## src/hw/rtl/snapshot_history_ring_macros.svh

```systemverilog
// Assertion macros for the snapshot history ring RTL.
`ifndef SNAPSHOT_HISTORY_RING_MACROS_SVH
`define SNAPSHOT_HISTORY_RING_MACROS_SVH

// Property checked on every rising clock edge outside reset.
`define SHR_ASSERT(label, prop, msg) \
    label: assert property (@(posedge aclk) disable iff (!aresetn) prop) \
        else $error(msg);

// Condition that must never hold outside reset.
`define SHR_ASSERT_NEVER(label, cond, msg) \
    label: assert property (@(posedge aclk) disable iff (!aresetn) !(cond)) \
        else $error(msg);

`endif

```

## src/hw/rtl/shr_pkg.sv

```systemverilog
// Types and constants shared by the snapshot history ring modules.
package shr_pkg;

    localparam int OP_W        = 3;
    localparam int DATA_W      = 32;
    localparam int POS_W       = 4;
    localparam int SLOT_OUT_W  = 4;
    localparam int COUNT_OUT_W = 5;

    typedef enum logic [OP_W-1:0] {
        OP_CLEAR = 3'd0,
        OP_OPEN  = 3'd1,
        OP_CLOSE = 3'd2,
        OP_NTH   = 3'd3,
        OP_FIND  = 3'd4,
        OP_READ  = 3'd5
    } op_t;

    typedef enum logic [1:0] {
        ST_IDLE,
        ST_FIND,
        ST_DONE
    } seq_state_t;

    // Record memory controls.
    typedef struct packed {
        logic wr_frame;
        logic wr_crc_seed;
        logic rd_en;
    } mem_ctl_t;

    // Result header handed to the output register.
    typedef struct packed {
        logic                   found;
        logic [SLOT_OUT_W-1:0]  slot_number;
        logic [COUNT_OUT_W-1:0] valid_count;
    } res_t;

endpackage

```

## src/hw/rtl/shr_record_mem.sv

```systemverilog
// Record storage: frame memory and checksum/seed memory, one read port each.
module shr_record_mem
    import shr_pkg::*;
#(
    parameter int DEPTH = 16,
    localparam int AW = $clog2(DEPTH)
) (
    input  logic              aclk,
    input  mem_ctl_t          ctl,
    input  logic [AW-1:0]     wr_addr,
    input  logic [AW-1:0]     rd_addr,
    input  logic [DATA_W-1:0] wr_frame,
    input  logic [DATA_W-1:0] wr_crc,
    input  logic [DATA_W-1:0] wr_seed,
    output logic [DATA_W-1:0] rd_frame,
    output logic [DATA_W-1:0] rd_crc,
    output logic [DATA_W-1:0] rd_seed
);

    logic [DATA_W-1:0]   frame_mem [DEPTH];
    logic [2*DATA_W-1:0] cs_mem    [DEPTH];

    logic [DATA_W-1:0]   rd_frame_reg;
    logic [2*DATA_W-1:0] rd_cs_reg;

    always_ff @(posedge aclk) begin
        if (ctl.wr_frame) begin
            frame_mem[wr_addr] <= wr_frame;
        end
        if (ctl.wr_crc_seed) begin
            cs_mem[wr_addr] <= {wr_crc, wr_seed};
        end
    end

    // read data holds until the next read
    always_ff @(posedge aclk) begin
        if (ctl.rd_en) begin
            rd_frame_reg <= frame_mem[rd_addr];
            rd_cs_reg    <= cs_mem[rd_addr];
        end
    end

    assign rd_frame = rd_frame_reg;
    assign rd_crc   = rd_cs_reg[2*DATA_W-1:DATA_W];
    assign rd_seed  = rd_cs_reg[DATA_W-1:0];

endmodule

```

## src/hw/rtl/shr_ctrl.sv

```systemverilog
// Request sequencer: valid marks, write slot, count, newest pointer, key search.
`include "snapshot_history_ring_macros.svh"

module shr_ctrl
    import shr_pkg::*;
#(
    parameter int DEPTH = 16,
    localparam int SW = $clog2(DEPTH),
    localparam int CW = $clog2(DEPTH + 1)
) (
    input  logic              aclk,
    input  logic              aresetn,
    input  logic              req_valid,
    output logic              req_ready,
    input  logic [OP_W-1:0]   op,
    input  logic [DATA_W-1:0] key,
    input  logic [POS_W-1:0]  pos,
    input  logic              out_free,
    input  logic [DATA_W-1:0] rd_crc,
    output mem_ctl_t          mem_ctl,
    output logic [SW-1:0]     wr_addr,
    output logic [SW-1:0]     rd_addr,
    output logic              res_load,
    output res_t              res
);

    localparam int EW = SW + POS_W + 1;
    localparam logic [SW-1:0] LAST_SLOT = SW'(DEPTH - 1);

    seq_state_t        state_reg, state_next;
    logic [SW-1:0]     ws_reg, ws_next;
    logic              open_reg, open_next;
    logic [CW-1:0]     count_reg, count_next;
    logic [DEPTH-1:0]  valid_reg, valid_next;
    logic [SW-1:0]     newest_reg, newest_next;
    logic [SW-1:0]     cur_reg, cur_next;
    logic [CW-1:0]     left_reg, left_next;
    logic              pend_reg, pend_next;
    logic [SW-1:0]     pend_slot_reg, pend_slot_next;
    logic [DATA_W-1:0] key_reg, key_next;
    logic              found_reg, found_next;
    logic [SW-1:0]     slot_reg, slot_next;

    logic [SW-1:0]     ws_inc, ws_open, cur_dec, nth_slot;
    logic [EW-1:0]     pos_ext, count_ext, nth_sum, nth_wrap;
    logic              nth_hit, read_hit, match;
    logic [SW+3:0]     slot_x;
    logic [CW+4:0]     count_x;

    assign ws_inc    = (ws_reg == LAST_SLOT) ? '0 : ws_reg + 1'b1;
    assign ws_open   = open_reg ? ws_inc : '0;
    assign cur_dec   = (cur_reg == '0) ? LAST_SLOT : cur_reg - 1'b1;
    assign pos_ext   = EW'(pos);
    assign count_ext = EW'(count_reg);
    // n-th newest lies n slots behind the newest, modulo the ring depth
    assign nth_sum   = EW'(newest_reg) + EW'(DEPTH) - pos_ext;
    assign nth_wrap  = (nth_sum >= EW'(DEPTH)) ? nth_sum - EW'(DEPTH) : nth_sum;
    assign nth_slot  = nth_wrap[SW-1:0];
    assign nth_hit   = (pos_ext < count_ext) && valid_reg[nth_slot];
    assign read_hit  = (pos_ext < EW'(DEPTH)) && valid_reg[pos_ext[SW-1:0]];
    assign match     = pend_reg && (rd_crc == key_reg);

    always_ff @(posedge aclk) begin
        if (!aresetn) begin
            state_reg <= ST_IDLE;
            ws_reg    <= '0;
            open_reg  <= 1'b0;
            count_reg <= '0;
            valid_reg <= '0;
            pend_reg  <= 1'b0;
        end else begin
            state_reg <= state_next;
            ws_reg    <= ws_next;
            open_reg  <= open_next;
            count_reg <= count_next;
            valid_reg <= valid_next;
            pend_reg  <= pend_next;
        end
    end

    always_ff @(posedge aclk) begin
        newest_reg    <= newest_next;
        cur_reg       <= cur_next;
        left_reg      <= left_next;
        pend_slot_reg <= pend_slot_next;
        key_reg       <= key_next;
        found_reg     <= found_next;
        slot_reg      <= slot_next;
    end

    always_comb begin
        state_next     = state_reg;
        ws_next        = ws_reg;
        open_next      = open_reg;
        count_next     = count_reg;
        valid_next     = valid_reg;
        newest_next    = newest_reg;
        cur_next       = cur_reg;
        left_next      = left_reg;
        pend_next      = pend_reg;
        pend_slot_next = pend_slot_reg;
        key_next       = key_reg;
        found_next     = found_reg;
        slot_next      = slot_reg;
        mem_ctl        = '0;
        wr_addr        = ws_reg;
        rd_addr        = cur_reg;
        res_load       = 1'b0;
        req_ready      = 1'b0;

        case (state_reg)
            ST_IDLE: begin
                req_ready = 1'b1;
                if (req_valid) begin
                    state_next = ST_DONE;
                    found_next = 1'b0;
                    case (op_t'(op))
                        OP_CLEAR: begin
                            valid_next = '0;
                            ws_next    = '0;
                            open_next  = 1'b0;
                            count_next = '0;
                        end
                        OP_OPEN: begin
                            ws_next             = ws_open;
                            open_next           = 1'b1;
                            mem_ctl.wr_frame    = 1'b1;
                            wr_addr             = ws_open;
                            valid_next[ws_open] = 1'b0;
                            if (valid_reg[ws_open] && count_reg != '0) begin
                                count_next = count_reg - 1'b1;
                            end
                        end
                        OP_CLOSE: begin
                            if (open_reg) begin
                                mem_ctl.wr_crc_seed = 1'b1;
                                newest_next         = ws_reg;
                                if (!valid_reg[ws_reg]) begin
                                    valid_next[ws_reg] = 1'b1;
                                    if (count_reg < CW'(DEPTH)) begin
                                        count_next = count_reg + 1'b1;
                                    end
                                end
                            end
                        end
                        OP_NTH: begin
                            found_next     = nth_hit;
                            slot_next      = nth_slot;
                            mem_ctl.rd_en  = nth_hit;
                            rd_addr        = nth_slot;
                        end
                        OP_FIND: begin
                            key_next = key;
                            if (count_reg != '0) begin
                                cur_next   = newest_reg;
                                left_next  = count_reg;
                                pend_next  = 1'b0;
                                state_next = ST_FIND;
                            end
                        end
                        OP_READ: begin
                            found_next    = read_hit;
                            slot_next     = pos_ext[SW-1:0];
                            mem_ctl.rd_en = read_hit;
                            rd_addr       = pos_ext[SW-1:0];
                        end
                        default: begin
                        end
                    endcase
                end
            end
            ST_FIND: begin
                // one slot read per cycle; each read is compared in the cycle after it
                if (match) begin
                    found_next = 1'b1;
                    slot_next  = pend_slot_reg;
                    pend_next  = 1'b0;
                    state_next = ST_DONE;
                end else if (left_reg != '0) begin
                    mem_ctl.rd_en  = valid_reg[cur_reg];
                    rd_addr        = cur_reg;
                    pend_next      = valid_reg[cur_reg];
                    pend_slot_next = cur_reg;
                    cur_next       = cur_dec;
                    left_next      = left_reg - 1'b1;
                end else begin
                    pend_next  = 1'b0;
                    state_next = ST_DONE;
                end
            end
            ST_DONE: begin
                if (out_free) begin
                    res_load   = 1'b1;
                    state_next = ST_IDLE;
                end
            end
            default: begin
                state_next = ST_IDLE;
            end
        endcase
    end

    assign slot_x  = (SW + 4)'(slot_reg);
    assign count_x = (CW + 5)'(count_reg);

    assign res.found       = found_reg;
    assign res.slot_number = found_reg ? slot_x[SLOT_OUT_W-1:0] : '0;
    assign res.valid_count = count_x[COUNT_OUT_W-1:0];

    `SHR_ASSERT(a_count_matches_marks, count_reg == CW'($countones(valid_reg)), "count out of step with valid marks")
    `SHR_ASSERT(a_newest_is_valid, (count_reg != '0) |-> valid_reg[newest_reg], "newest pointer names an invalid slot")
    `SHR_ASSERT(a_found_is_valid, (state_reg == ST_DONE && found_reg) |-> valid_reg[slot_reg], "result names an invalid slot")
    `SHR_ASSERT_NEVER(a_load_when_full, res_load && !out_free, "result loaded over a pending result")

endmodule

```

## src/hw/rtl/snapshot_history_ring.sv

```systemverilog
// Snapshot history ring top level: sequencer, record memory and result register.
//
// Usage:
//   Requests enter on the s_ channel (valid/ready): s_op selects clear, open
//   record, close record, n-th newest, find checksum or read slot. Every request
//   yields exactly one result on the m_ channel (valid/ready) carrying found,
//   slot, frame, checksum, seed and the complete-record count after the request.
//   Requests are handled one at a time. For all operations but find, the
//   sequencer moves from idle to its done state on acceptance; find walks
//   back from the newest complete record one slot per cycle through the
//   checksum memory port before it reaches the done state. From there the
//   result enters the output register once that register is free. The next
//   request is accepted as soon as the previous result is in the output
//   register, even while that result still waits for m_ready.
//   A stalled receiver holds the result in place; once a second result is
//   finished it waits inside the sequencer and s_ready stays low.
//   Reset clears the valid marks, write slot, count and handshakes at once;
//   record memory contents are never read unless marked valid.
module snapshot_history_ring
    import shr_pkg::*;
#(
    parameter int RING_DEPTH = 16
) (
    input  logic                   aclk,
    input  logic                   aresetn,
    input  logic                   s_valid,
    output logic                   s_ready,
    input  logic [OP_W-1:0]        s_op,
    input  logic [DATA_W-1:0]      s_frame_number,
    input  logic [DATA_W-1:0]      s_crc_value,
    input  logic [DATA_W-1:0]      s_seed_value,
    input  logic [POS_W-1:0]       s_position,
    output logic                   m_valid,
    input  logic                   m_ready,
    output logic                   m_found,
    output logic [SLOT_OUT_W-1:0]  m_slot_number,
    output logic [DATA_W-1:0]      m_rec_frame,
    output logic [DATA_W-1:0]      m_rec_crc,
    output logic [DATA_W-1:0]      m_rec_seed,
    output logic [COUNT_OUT_W-1:0] m_valid_count
);

    localparam int SW = $clog2(RING_DEPTH);

    mem_ctl_t          mem_ctl;
    logic [SW-1:0]     wr_addr;
    logic [SW-1:0]     rd_addr;
    logic [DATA_W-1:0] rd_frame;
    logic [DATA_W-1:0] rd_crc;
    logic [DATA_W-1:0] rd_seed;
    logic              res_load;
    res_t              res;
    logic              out_free;

    logic                   m_valid_reg;
    logic                   m_found_reg;
    logic [SLOT_OUT_W-1:0]  m_slot_reg;
    logic [DATA_W-1:0]      m_frame_reg;
    logic [DATA_W-1:0]      m_crc_reg;
    logic [DATA_W-1:0]      m_seed_reg;
    logic [COUNT_OUT_W-1:0] m_count_reg;

    // output register is free when empty or being drained this cycle
    assign out_free = !m_valid_reg || m_ready;

    shr_ctrl #(
        .DEPTH (RING_DEPTH)
    ) u_ctrl (
        .aclk      (aclk),
        .aresetn   (aresetn),
        .req_valid (s_valid),
        .req_ready (s_ready),
        .op        (s_op),
        .key       (s_crc_value),
        .pos       (s_position),
        .out_free  (out_free),
        .rd_crc    (rd_crc),
        .mem_ctl   (mem_ctl),
        .wr_addr   (wr_addr),
        .rd_addr   (rd_addr),
        .res_load  (res_load),
        .res       (res)
    );

    shr_record_mem #(
        .DEPTH (RING_DEPTH)
    ) u_mem (
        .aclk     (aclk),
        .ctl      (mem_ctl),
        .wr_addr  (wr_addr),
        .rd_addr  (rd_addr),
        .wr_frame (s_frame_number),
        .wr_crc   (s_crc_value),
        .wr_seed  (s_seed_value),
        .rd_frame (rd_frame),
        .rd_crc   (rd_crc),
        .rd_seed  (rd_seed)
    );

    always_ff @(posedge aclk) begin
        if (!aresetn) begin
            m_valid_reg <= 1'b0;
        end else if (res_load) begin
            m_valid_reg <= 1'b1;
        end else if (m_ready) begin
            m_valid_reg <= 1'b0;
        end
    end

    // record fields read as zero on a miss
    always_ff @(posedge aclk) begin
        if (res_load) begin
            m_found_reg <= res.found;
            m_slot_reg  <= res.slot_number;
            m_frame_reg <= res.found ? rd_frame : '0;
            m_crc_reg   <= res.found ? rd_crc : '0;
            m_seed_reg  <= res.found ? rd_seed : '0;
            m_count_reg <= res.valid_count;
        end
    end

    assign m_valid       = m_valid_reg;
    assign m_found       = m_found_reg;
    assign m_slot_number = m_slot_reg;
    assign m_rec_frame   = m_frame_reg;
    assign m_rec_crc     = m_crc_reg;
    assign m_rec_seed    = m_seed_reg;
    assign m_valid_count = m_count_reg;

endmodule

```

## config.mk

```make
export PLATFORM = sky130hd
export DESIGN_NAME = snapshot_history_ring
export DESIGN_NICKNAME = d
export VERILOG_FILES = /design/src/hw/rtl/shr_pkg.sv /design/src/hw/rtl/shr_record_mem.sv /design/src/hw/rtl/shr_ctrl.sv /design/src/hw/rtl/snapshot_history_ring.sv
export VERILOG_INCLUDE_DIRS = /design/src /design/src/hw/rtl
export SDC_FILE = /design/constraint.sdc
export NUM_CORES = 2
export LEC_CHECK = 0
export ABC_AREA = 1
export BUFFER_PORTS_ARGS = -buffer_cell sky130_fd_sc_hd__buf_4
export CAP_MARGIN = 20
export CORE_UTILIZATION = 56
export CTS_CLUSTER_SIZE = 16
export DETAILED_ROUTE_END_ITERATION = 12
export PLACE_DENSITY_LB_ADDON = 0.2
export SKIP_CTS_REPAIR_TIMING = 1
export SLEW_MARGIN = 30
export SYNTH_ARGS = -nofsm -noshare
export SYNTH_HDL_FRONTEND = slang
export SYNTH_SLANG_ARGS = --single-unit
```

## constraint.sdc

```tcl
create_clock -name aclk -period 6.81 [get_ports aclk]
set_clock_uncertainty 0.15 [all_clocks]
set_input_delay 0.3405 -clock aclk [delete_from_list [all_inputs] [get_ports aclk]]
set_output_delay 0.3405 -clock aclk [all_outputs]
set_load 0.05 [all_outputs]
```

# After elaboration in Yosys (flattened, before gate mapping)
# Memory sizes are Yosys's and may differ from the RTL's. A register that Yosys moved wholly into a read port is not among the register bits.
# Index checks and enable logic that the tools add are counted.
word_totals:
  output_inout_bits: 108
  latch_bits: 0
  rom_bits: 0
  memories: 2
  ramBits: 1536
  regBits: 190
mem_list:
  columns: ["memory", "words", "word_bits", "rd", "rd_clocked_by_memory_dff", "wr", "line_no", "rtl"]
  rows:
  - ["u_mem.cs_mem", 16, 64, 1, 1, 1, "shr_record_mem.sv:21", "logic [2*DATA_W-1:0] cs_mem [DEPTH];"]
  - ["u_mem.frame_mem", 16, 32, 1, 1, 1, "shr_record_mem.sv:20", "logic [DATA_W-1:0] frame_mem [DEPTH];"]
classes:
  n_shift: 0
  magnitude_cmp: 11
  multipliers: 0
  eq_ne: 22
  n_mux: 82
  addsub: 8
  div: 0
  n_reduce_logical: 28
  n_bitwise: 4
op_table:
  columns: ["op", "count"]
  rows:
  - ["4-bit 2-to-1 mux", 16]
  - ["16-bit one-hot mux with 3 select lines", 1]
  - ["5-bit 2-to-1 mux", 9]
  - ["4-bit one-hot mux with 2 select lines", 5]
  - ["32-bit == test", 1]
  - ["16-bit 2-to-1 mux", 2]
  - ["4-bit by 5-bit < comparator with 1-bit output, second input constant", 6]
  - ["1-bit 2-to-1 mux", 26]
  - ["1-bit binary-select mux with 4-bit select", 5]
  - ["16-bit bitwise AND", 1]
  - ["16-bit inverter", 1]
  - ["16-bit bitwise OR", 1]
  - ["5-bit one-hot mux with 3 select lines", 1]
  - ["3-bit AND reduction", 5]
  - ["2-bit 2-to-1 mux", 7]
  - ["2-bit by 1-bit != test with 1-bit output, second input constant", 6]
  - ["4-bit AND reduction", 3]
  - ["2-bit != test, second input constant", 5]
  - ["1-bit one-hot mux with 2 select lines", 5]
  - ["5-bit one-hot mux with 2 select lines", 1]
  - ["5-bit nonzero test", 2]
  - ["5-bit by 1-bit subtractor with 5-bit output, second input constant", 2]
  - ["9-bit by 5-bit >= comparator with 1-bit output, second input constant", 1]
  - ["1-bit demux with 4-bit select", 2]
  - ["other kinds (30)", 41]

# Logic depth before layout (Yosys ltp)
logic_depth:
  word_depth: 12
  depth_mapped: 17
  ltp_nobuf: 15

# Modules after synthesis
# From an unflattened synthesis, not the netlist that was laid out.
hier_totals:
  cells_unflattened: 7394
  area_unflattened_um2: 78160.0
by_module_without_submodules:
  columns: ["module", "area_per_inst_um2", "cells_each", "n_inst"]
  rows:
  - ["shr_record_mem", 68618.3, 6336, 1]
  - ["shr_ctrl", 5480.3, 743, 1]
  - ["snapshot_history_ring", 4061.4, 315, 1]

# Least setup slack after synthesis
# OpenSTA, ideal clock, no wires.
synth_timing:
  path_kind: "reg-to-reg"
  start: "reg u_ctrl.state_reg[1]"
  end: "mem u_mem.cs_mem[7][0] (netlist name) (enable)"
  stages_incl_launch_ff: 9
  t_required_ps: 6095
  path_slack_ps: -244
  t_arrival_ps: 6340
  n_path_buf: 1
  cell_sequence: "dfxtp_1 nor2_2 nand2_2 nor3_1 nand2_1 clkbuf_1 a21oi_1 nand2_1 nor3_1"
synth_via:
  elab_chain_len: 4
synth_rtl:
  columns: ["item", "line_no", "rtl"]
  rows:
  - ["from (decl)", "shr_ctrl.sv:30", "seq_state_t state_reg, state_next;"]
  - ["from (signal assigned)", "shr_ctrl.sv:72", "state_reg <= state_next;"]
  - ["2-bit logical NOT *", "shr_ctrl.sv:111", "case (state_reg)"]
  - ["2-bit 2-to-1 mux", "shr_ctrl.sv:111", null]
  - ["1-bit 2-to-1 mux", "shr_record_mem.sv:30", "if (ctl.wr_crc_seed) begin"]
  - ["1-bit 2-to-1 mux (not written as such)", "shr_record_mem.sv:31", "cs_mem[wr_addr] <= {wr_crc, wr_seed};"]
  - ["to (decl)", "shr_record_mem.sv:21", null]
# Mark *: on every way between the ends. The rest lies on a longest branch, timed or not.

# Worst setup path in the final report
layout_timing:
  start: "reg u_ctrl.newest_reg[0]"
  end: "reg u_mem.rd_cs_reg[35] (read register of u_mem.cs_mem) (data pin)"
layout_via:
  elab_chain_len: 10
layout_rtl:
  columns: ["item", "line_no", "rtl"]
  rows:
  - ["from (decl)", "shr_ctrl.sv:35", "logic [SW-1:0] newest_reg, newest_next;"]
  - ["from (signal assigned)", "shr_ctrl.sv:82", "newest_reg <= newest_next;"]
  - ["4-bit by 5-bit adder with 6-bit output *", "shr_ctrl.sv:56", "assign nth_sum = EW'(newest_reg) + EW'(DEPTH) - pos_ext;"]
  - ["6-bit by 4-bit subtractor with 7-bit output *", "shr_ctrl.sv:56", null]
  - ["9-bit by 5-bit >= comparator with 1-bit output or 4-bit by 1-bit subtractor with 4-bit output (tied branches)", "shr_ctrl.sv:57", "assign nth_wrap = (nth_sum >= EW'(DEPTH)) ? nth_sum - EW'(DEPTH) : nth_sum;"]
  - ["4-bit 2-to-1 mux *", "shr_ctrl.sv:57", null]
  - ["1-bit binary-select mux with 4-bit select", "shr_ctrl.sv:59", "assign nth_hit = (pos_ext < count_ext) && valid_reg[nth_slot];"]
  - ["1-bit 2-to-1 mux (not written as such)", "shr_ctrl.sv:59", null]
  - ["1-bit logical AND", "shr_ctrl.sv:59", null]
  - ["1-bit one-hot mux with 2 select lines", "shr_ctrl.sv:117", "case (op_t'(op))"]
  - ["3-bit 2-to-1 mux", "shr_ctrl.sv:114", "if (req_valid) begin"]
  - ["1-bit one-hot mux with 2 select lines", "shr_ctrl.sv:111", null]
  - ["to (decl)", "shr_record_mem.sv:24", "logic [2*DATA_W-1:0] rd_cs_reg;"]
# Mark *: on every way between the ends. The rest lies on a longest branch, timed or not. The select of a mux whose other input is x is not followed.
# A chain may end at the register's enable or synchronous reset.

==> results.cfg <==
[logic_synthesis]
synth_cell_types = 41
synth_nets = 6374
synth_compound_area_frac = 0.0780
synth_edf_count = 1792
synth_top_family_by_area = simple AND/OR/NAND/NOR gates
synth-xor-area-share = 0.00221
syn_avg_cell_area_um2 = 12.0
yosysSeqAreaShare = 0.723
yosysMostFrequentCell = edfxtp_1
postSynthCellCount = 6248
yosys.area.top_type = edfxtp_1
synth_top_area_frac = 0.715
synth_mux_area_frac = 0
synth_seq_cells = 1822
synth_fa_ha_area_frac = 0.00336
yosysWarningCount = 0
ys_top_cells_by_count = 1792 x edfxtp_1, 1526 x nand2_1, 774 x inv_1, 702 x nand3_1, 580 x o211ai_1
yosys.area_share.simple = 0.131
synthTopCellsByArea = edfxtp_1 72%, nand2_1 7.6%, o211ai_1 5.8%
synth.cell_area_um2 = 75200
synthFlopType = edfxtp_1
async_reset_ff_frac = 0

[finish]
num-fill-cells = 9909
largest_register_ffs = 1024
final_cells = 8404
drive_above_1_share = 0.0941
seqCellArea_um2 = 54400
nets = 6614
multiInputGateArea_um2 = 16400
area_growth_pct = 13.9

[clock_network]
htree_levels = 4
clkSinkCount = 1822
insertion_delay_ns = 0.82
clk_pin_slew_worst_paths_ns = 0.06
cts_tree = yes
numCtsBuffers = 184
root_buffer = clkbuf_16
cts_buffer_depth = 3

[grt]
globalRouteTotalUtil = 0.278
grt_antenna_before_repair = 13
grt_pass1_vias = 45800
grt_overflow_total = 0
grt_max_degree = 167
grt_first_pass_wirelength_um = 282000

[placement]
io_buffers = 214
numPlacedInstances = 7961
routabilityCongestion = 0.884
dpl.hpwl_um = 94900

[detailed_routing]
dr_total_vias = 48600
drtAntennaViolNets = 0
wire_per_inst_um = 22.6
drtPass1Iterations = 5
detail_route.iter0.violations = 5483
wl_um = 190000
via_per_inst = 5.78
drc_errors = 0

[worst_setup_path]
crit_type = reg -> reg
crit_path_start_kind = flop
endpoint_kind = flop
cp_data_required_time_ns = 7.22
cp_max_fo = 166
worstPathArrival_ns = 5.25

[sta]
relSlewSlack = 0.315
setup_viol = 0
min_period_ns = 4.84
tightest_slew_ns = 1.03
rsz0062_at_grt = no
setup_tns_ns = 0
period_share = 0.710
slew_violations = 0
fmax_ghz = 0.207
hold_viol_final = 0
hold_ws_ns = 0.0139

[floorplan]
coreArea_um2 = 133000
die_area_um2 = 136000
fp.dieW_um = 369
start_util = 0.564
rows = 134
die_h_um = 369
io_pins = 215

[hold_path]
hp-class = in -> reg

[pwr]
pwr_density_cell_nw_per_um2 = 278
p_leak_nw = 31.9
peakVddDrop_uv = 203

[status]
outcome = completed

[flow_run]
maxCapViolCount = 0
## report_power, final
part	switching (mW)	total (mW)	internal [mW]
sequential	0.0330	12.4	12.4
combinational	1.12	1.57	0.447
clock	4.14	9.78	5.64
total	5.29	23.8	18.5
## per-layer routing
layer | share of wire | track usage | wire (um) | up-vias
li1 | - | - | - | 22400
met1 | 0.41 | 0.389 | 77700 | 23500
met2 | 0.47 | 0.441 | 89000 | 2330
met3 | 0.095 | 0.0525 | 18000 | 358
met4 | 0.026 | 0.0897 | 4880 | 12
met5 | 0.00041 | 0 | 77 | -
## kinds of logic (layout without fill, tap and decap cells)
logic type	Yosys count	count (layout)
compound gates	874	874
fa+ha+maj	19	19
other cells	0	2
simple gates	2360	2360
flops	1822	1822
xor+xnor	19	19
buf+inv	1154	1540
## metrics by stage
stage	setup WS [ns]	instance area [um^2]	utilization	power (mW)
4_1_cts	2.07	84600	0.634	23.8
3_5_place_dp	2.06	78800	0.590	14.2
3_3_place_gp	2.10	78700	0.589	14.2
6_report	1.97	85700	0.642	23.8
2_1_floorplan	1.02	75300	-	13.6
5_1_grt	1.78	85700	0.642	24.5
## path summary, 6_finish.rpt
path              cells past startpoint  slack, ns                      startpoint                              to
hold reg to reg                       2       0.35    u_ctrl.slot_reg[3]$_DFFE_PP_  m_slot_number[3]$_SDFFCE_PN0P_
setup / recovery                     13       1.97  u_ctrl.newest_reg[0]$_DFFE_PP_   u_mem.rd_cs_reg[35]$_DFFE_PP_
setup reg to reg                     13       1.97  u_ctrl.newest_reg[0]$_DFFE_PP_   u_mem.rd_cs_reg[35]$_DFFE_PP_
hold / removal                        4       0.01                         s_op[0]    u_ctrl.slot_reg[3]$_DFFE_PP_
## placed cells by master, fill, tap and decap left out, types with 3 or more instances in the layout
cell type	n
clkinv_1	42
nand2_2	3
nor3_1	9
nand2_1	1524
inv_2	7
a21oi_1	199
inv_1	773
clkbuf_16	193
clkinv_2	24
nand4_1	6
nor3_2	3
nor2_2	4
or2_2	7
buf_12	24
ha_1	17
dlygate4sd3_1	107
nand2_4	3
inv_6	4
nor2_4	29
xnor2_1	17
bufinv_16	12
o21ai_0	76
clkbuf_1	52
buf_16	6
buf_4	281
nor2_1	63
o211ai_1	580
nand3_1	702
a31oi_1	5
o22ai_1	4
edfxtp_1	1792
buf_6	4
dfxtp_1	30
## cell type report
type | instances | area share
Antenna cell | 2 | 0.0000584
Clock buffer | 247 | 0.0589
Clock inverter | 85 | 0.00877
Inverter | 786 | 0.0348
Multi-Input combinational cell | 3272 | 0.192
Sequential cell | 1822 | 0.635
Tap cell | 1768 | 0.0258
Timing Repair Buffer | 422 | 0.0452
## critical path: stages (launching register included)
cell      delay, ns
edfxtp_1       0.43
inv_1          0.08
ha_1           0.13
inv_1          0.06
fa_1           0.53
inv_1          0.17
o21ai_1        0.14
o21ai_4        0.67
clkinv_8       0.77
buf_4          0.64
o211ai_1       0.20
nand3_1        0.11
nand3_1        0.10
nand2_1        0.09
(Power assumes the default switching activity.)
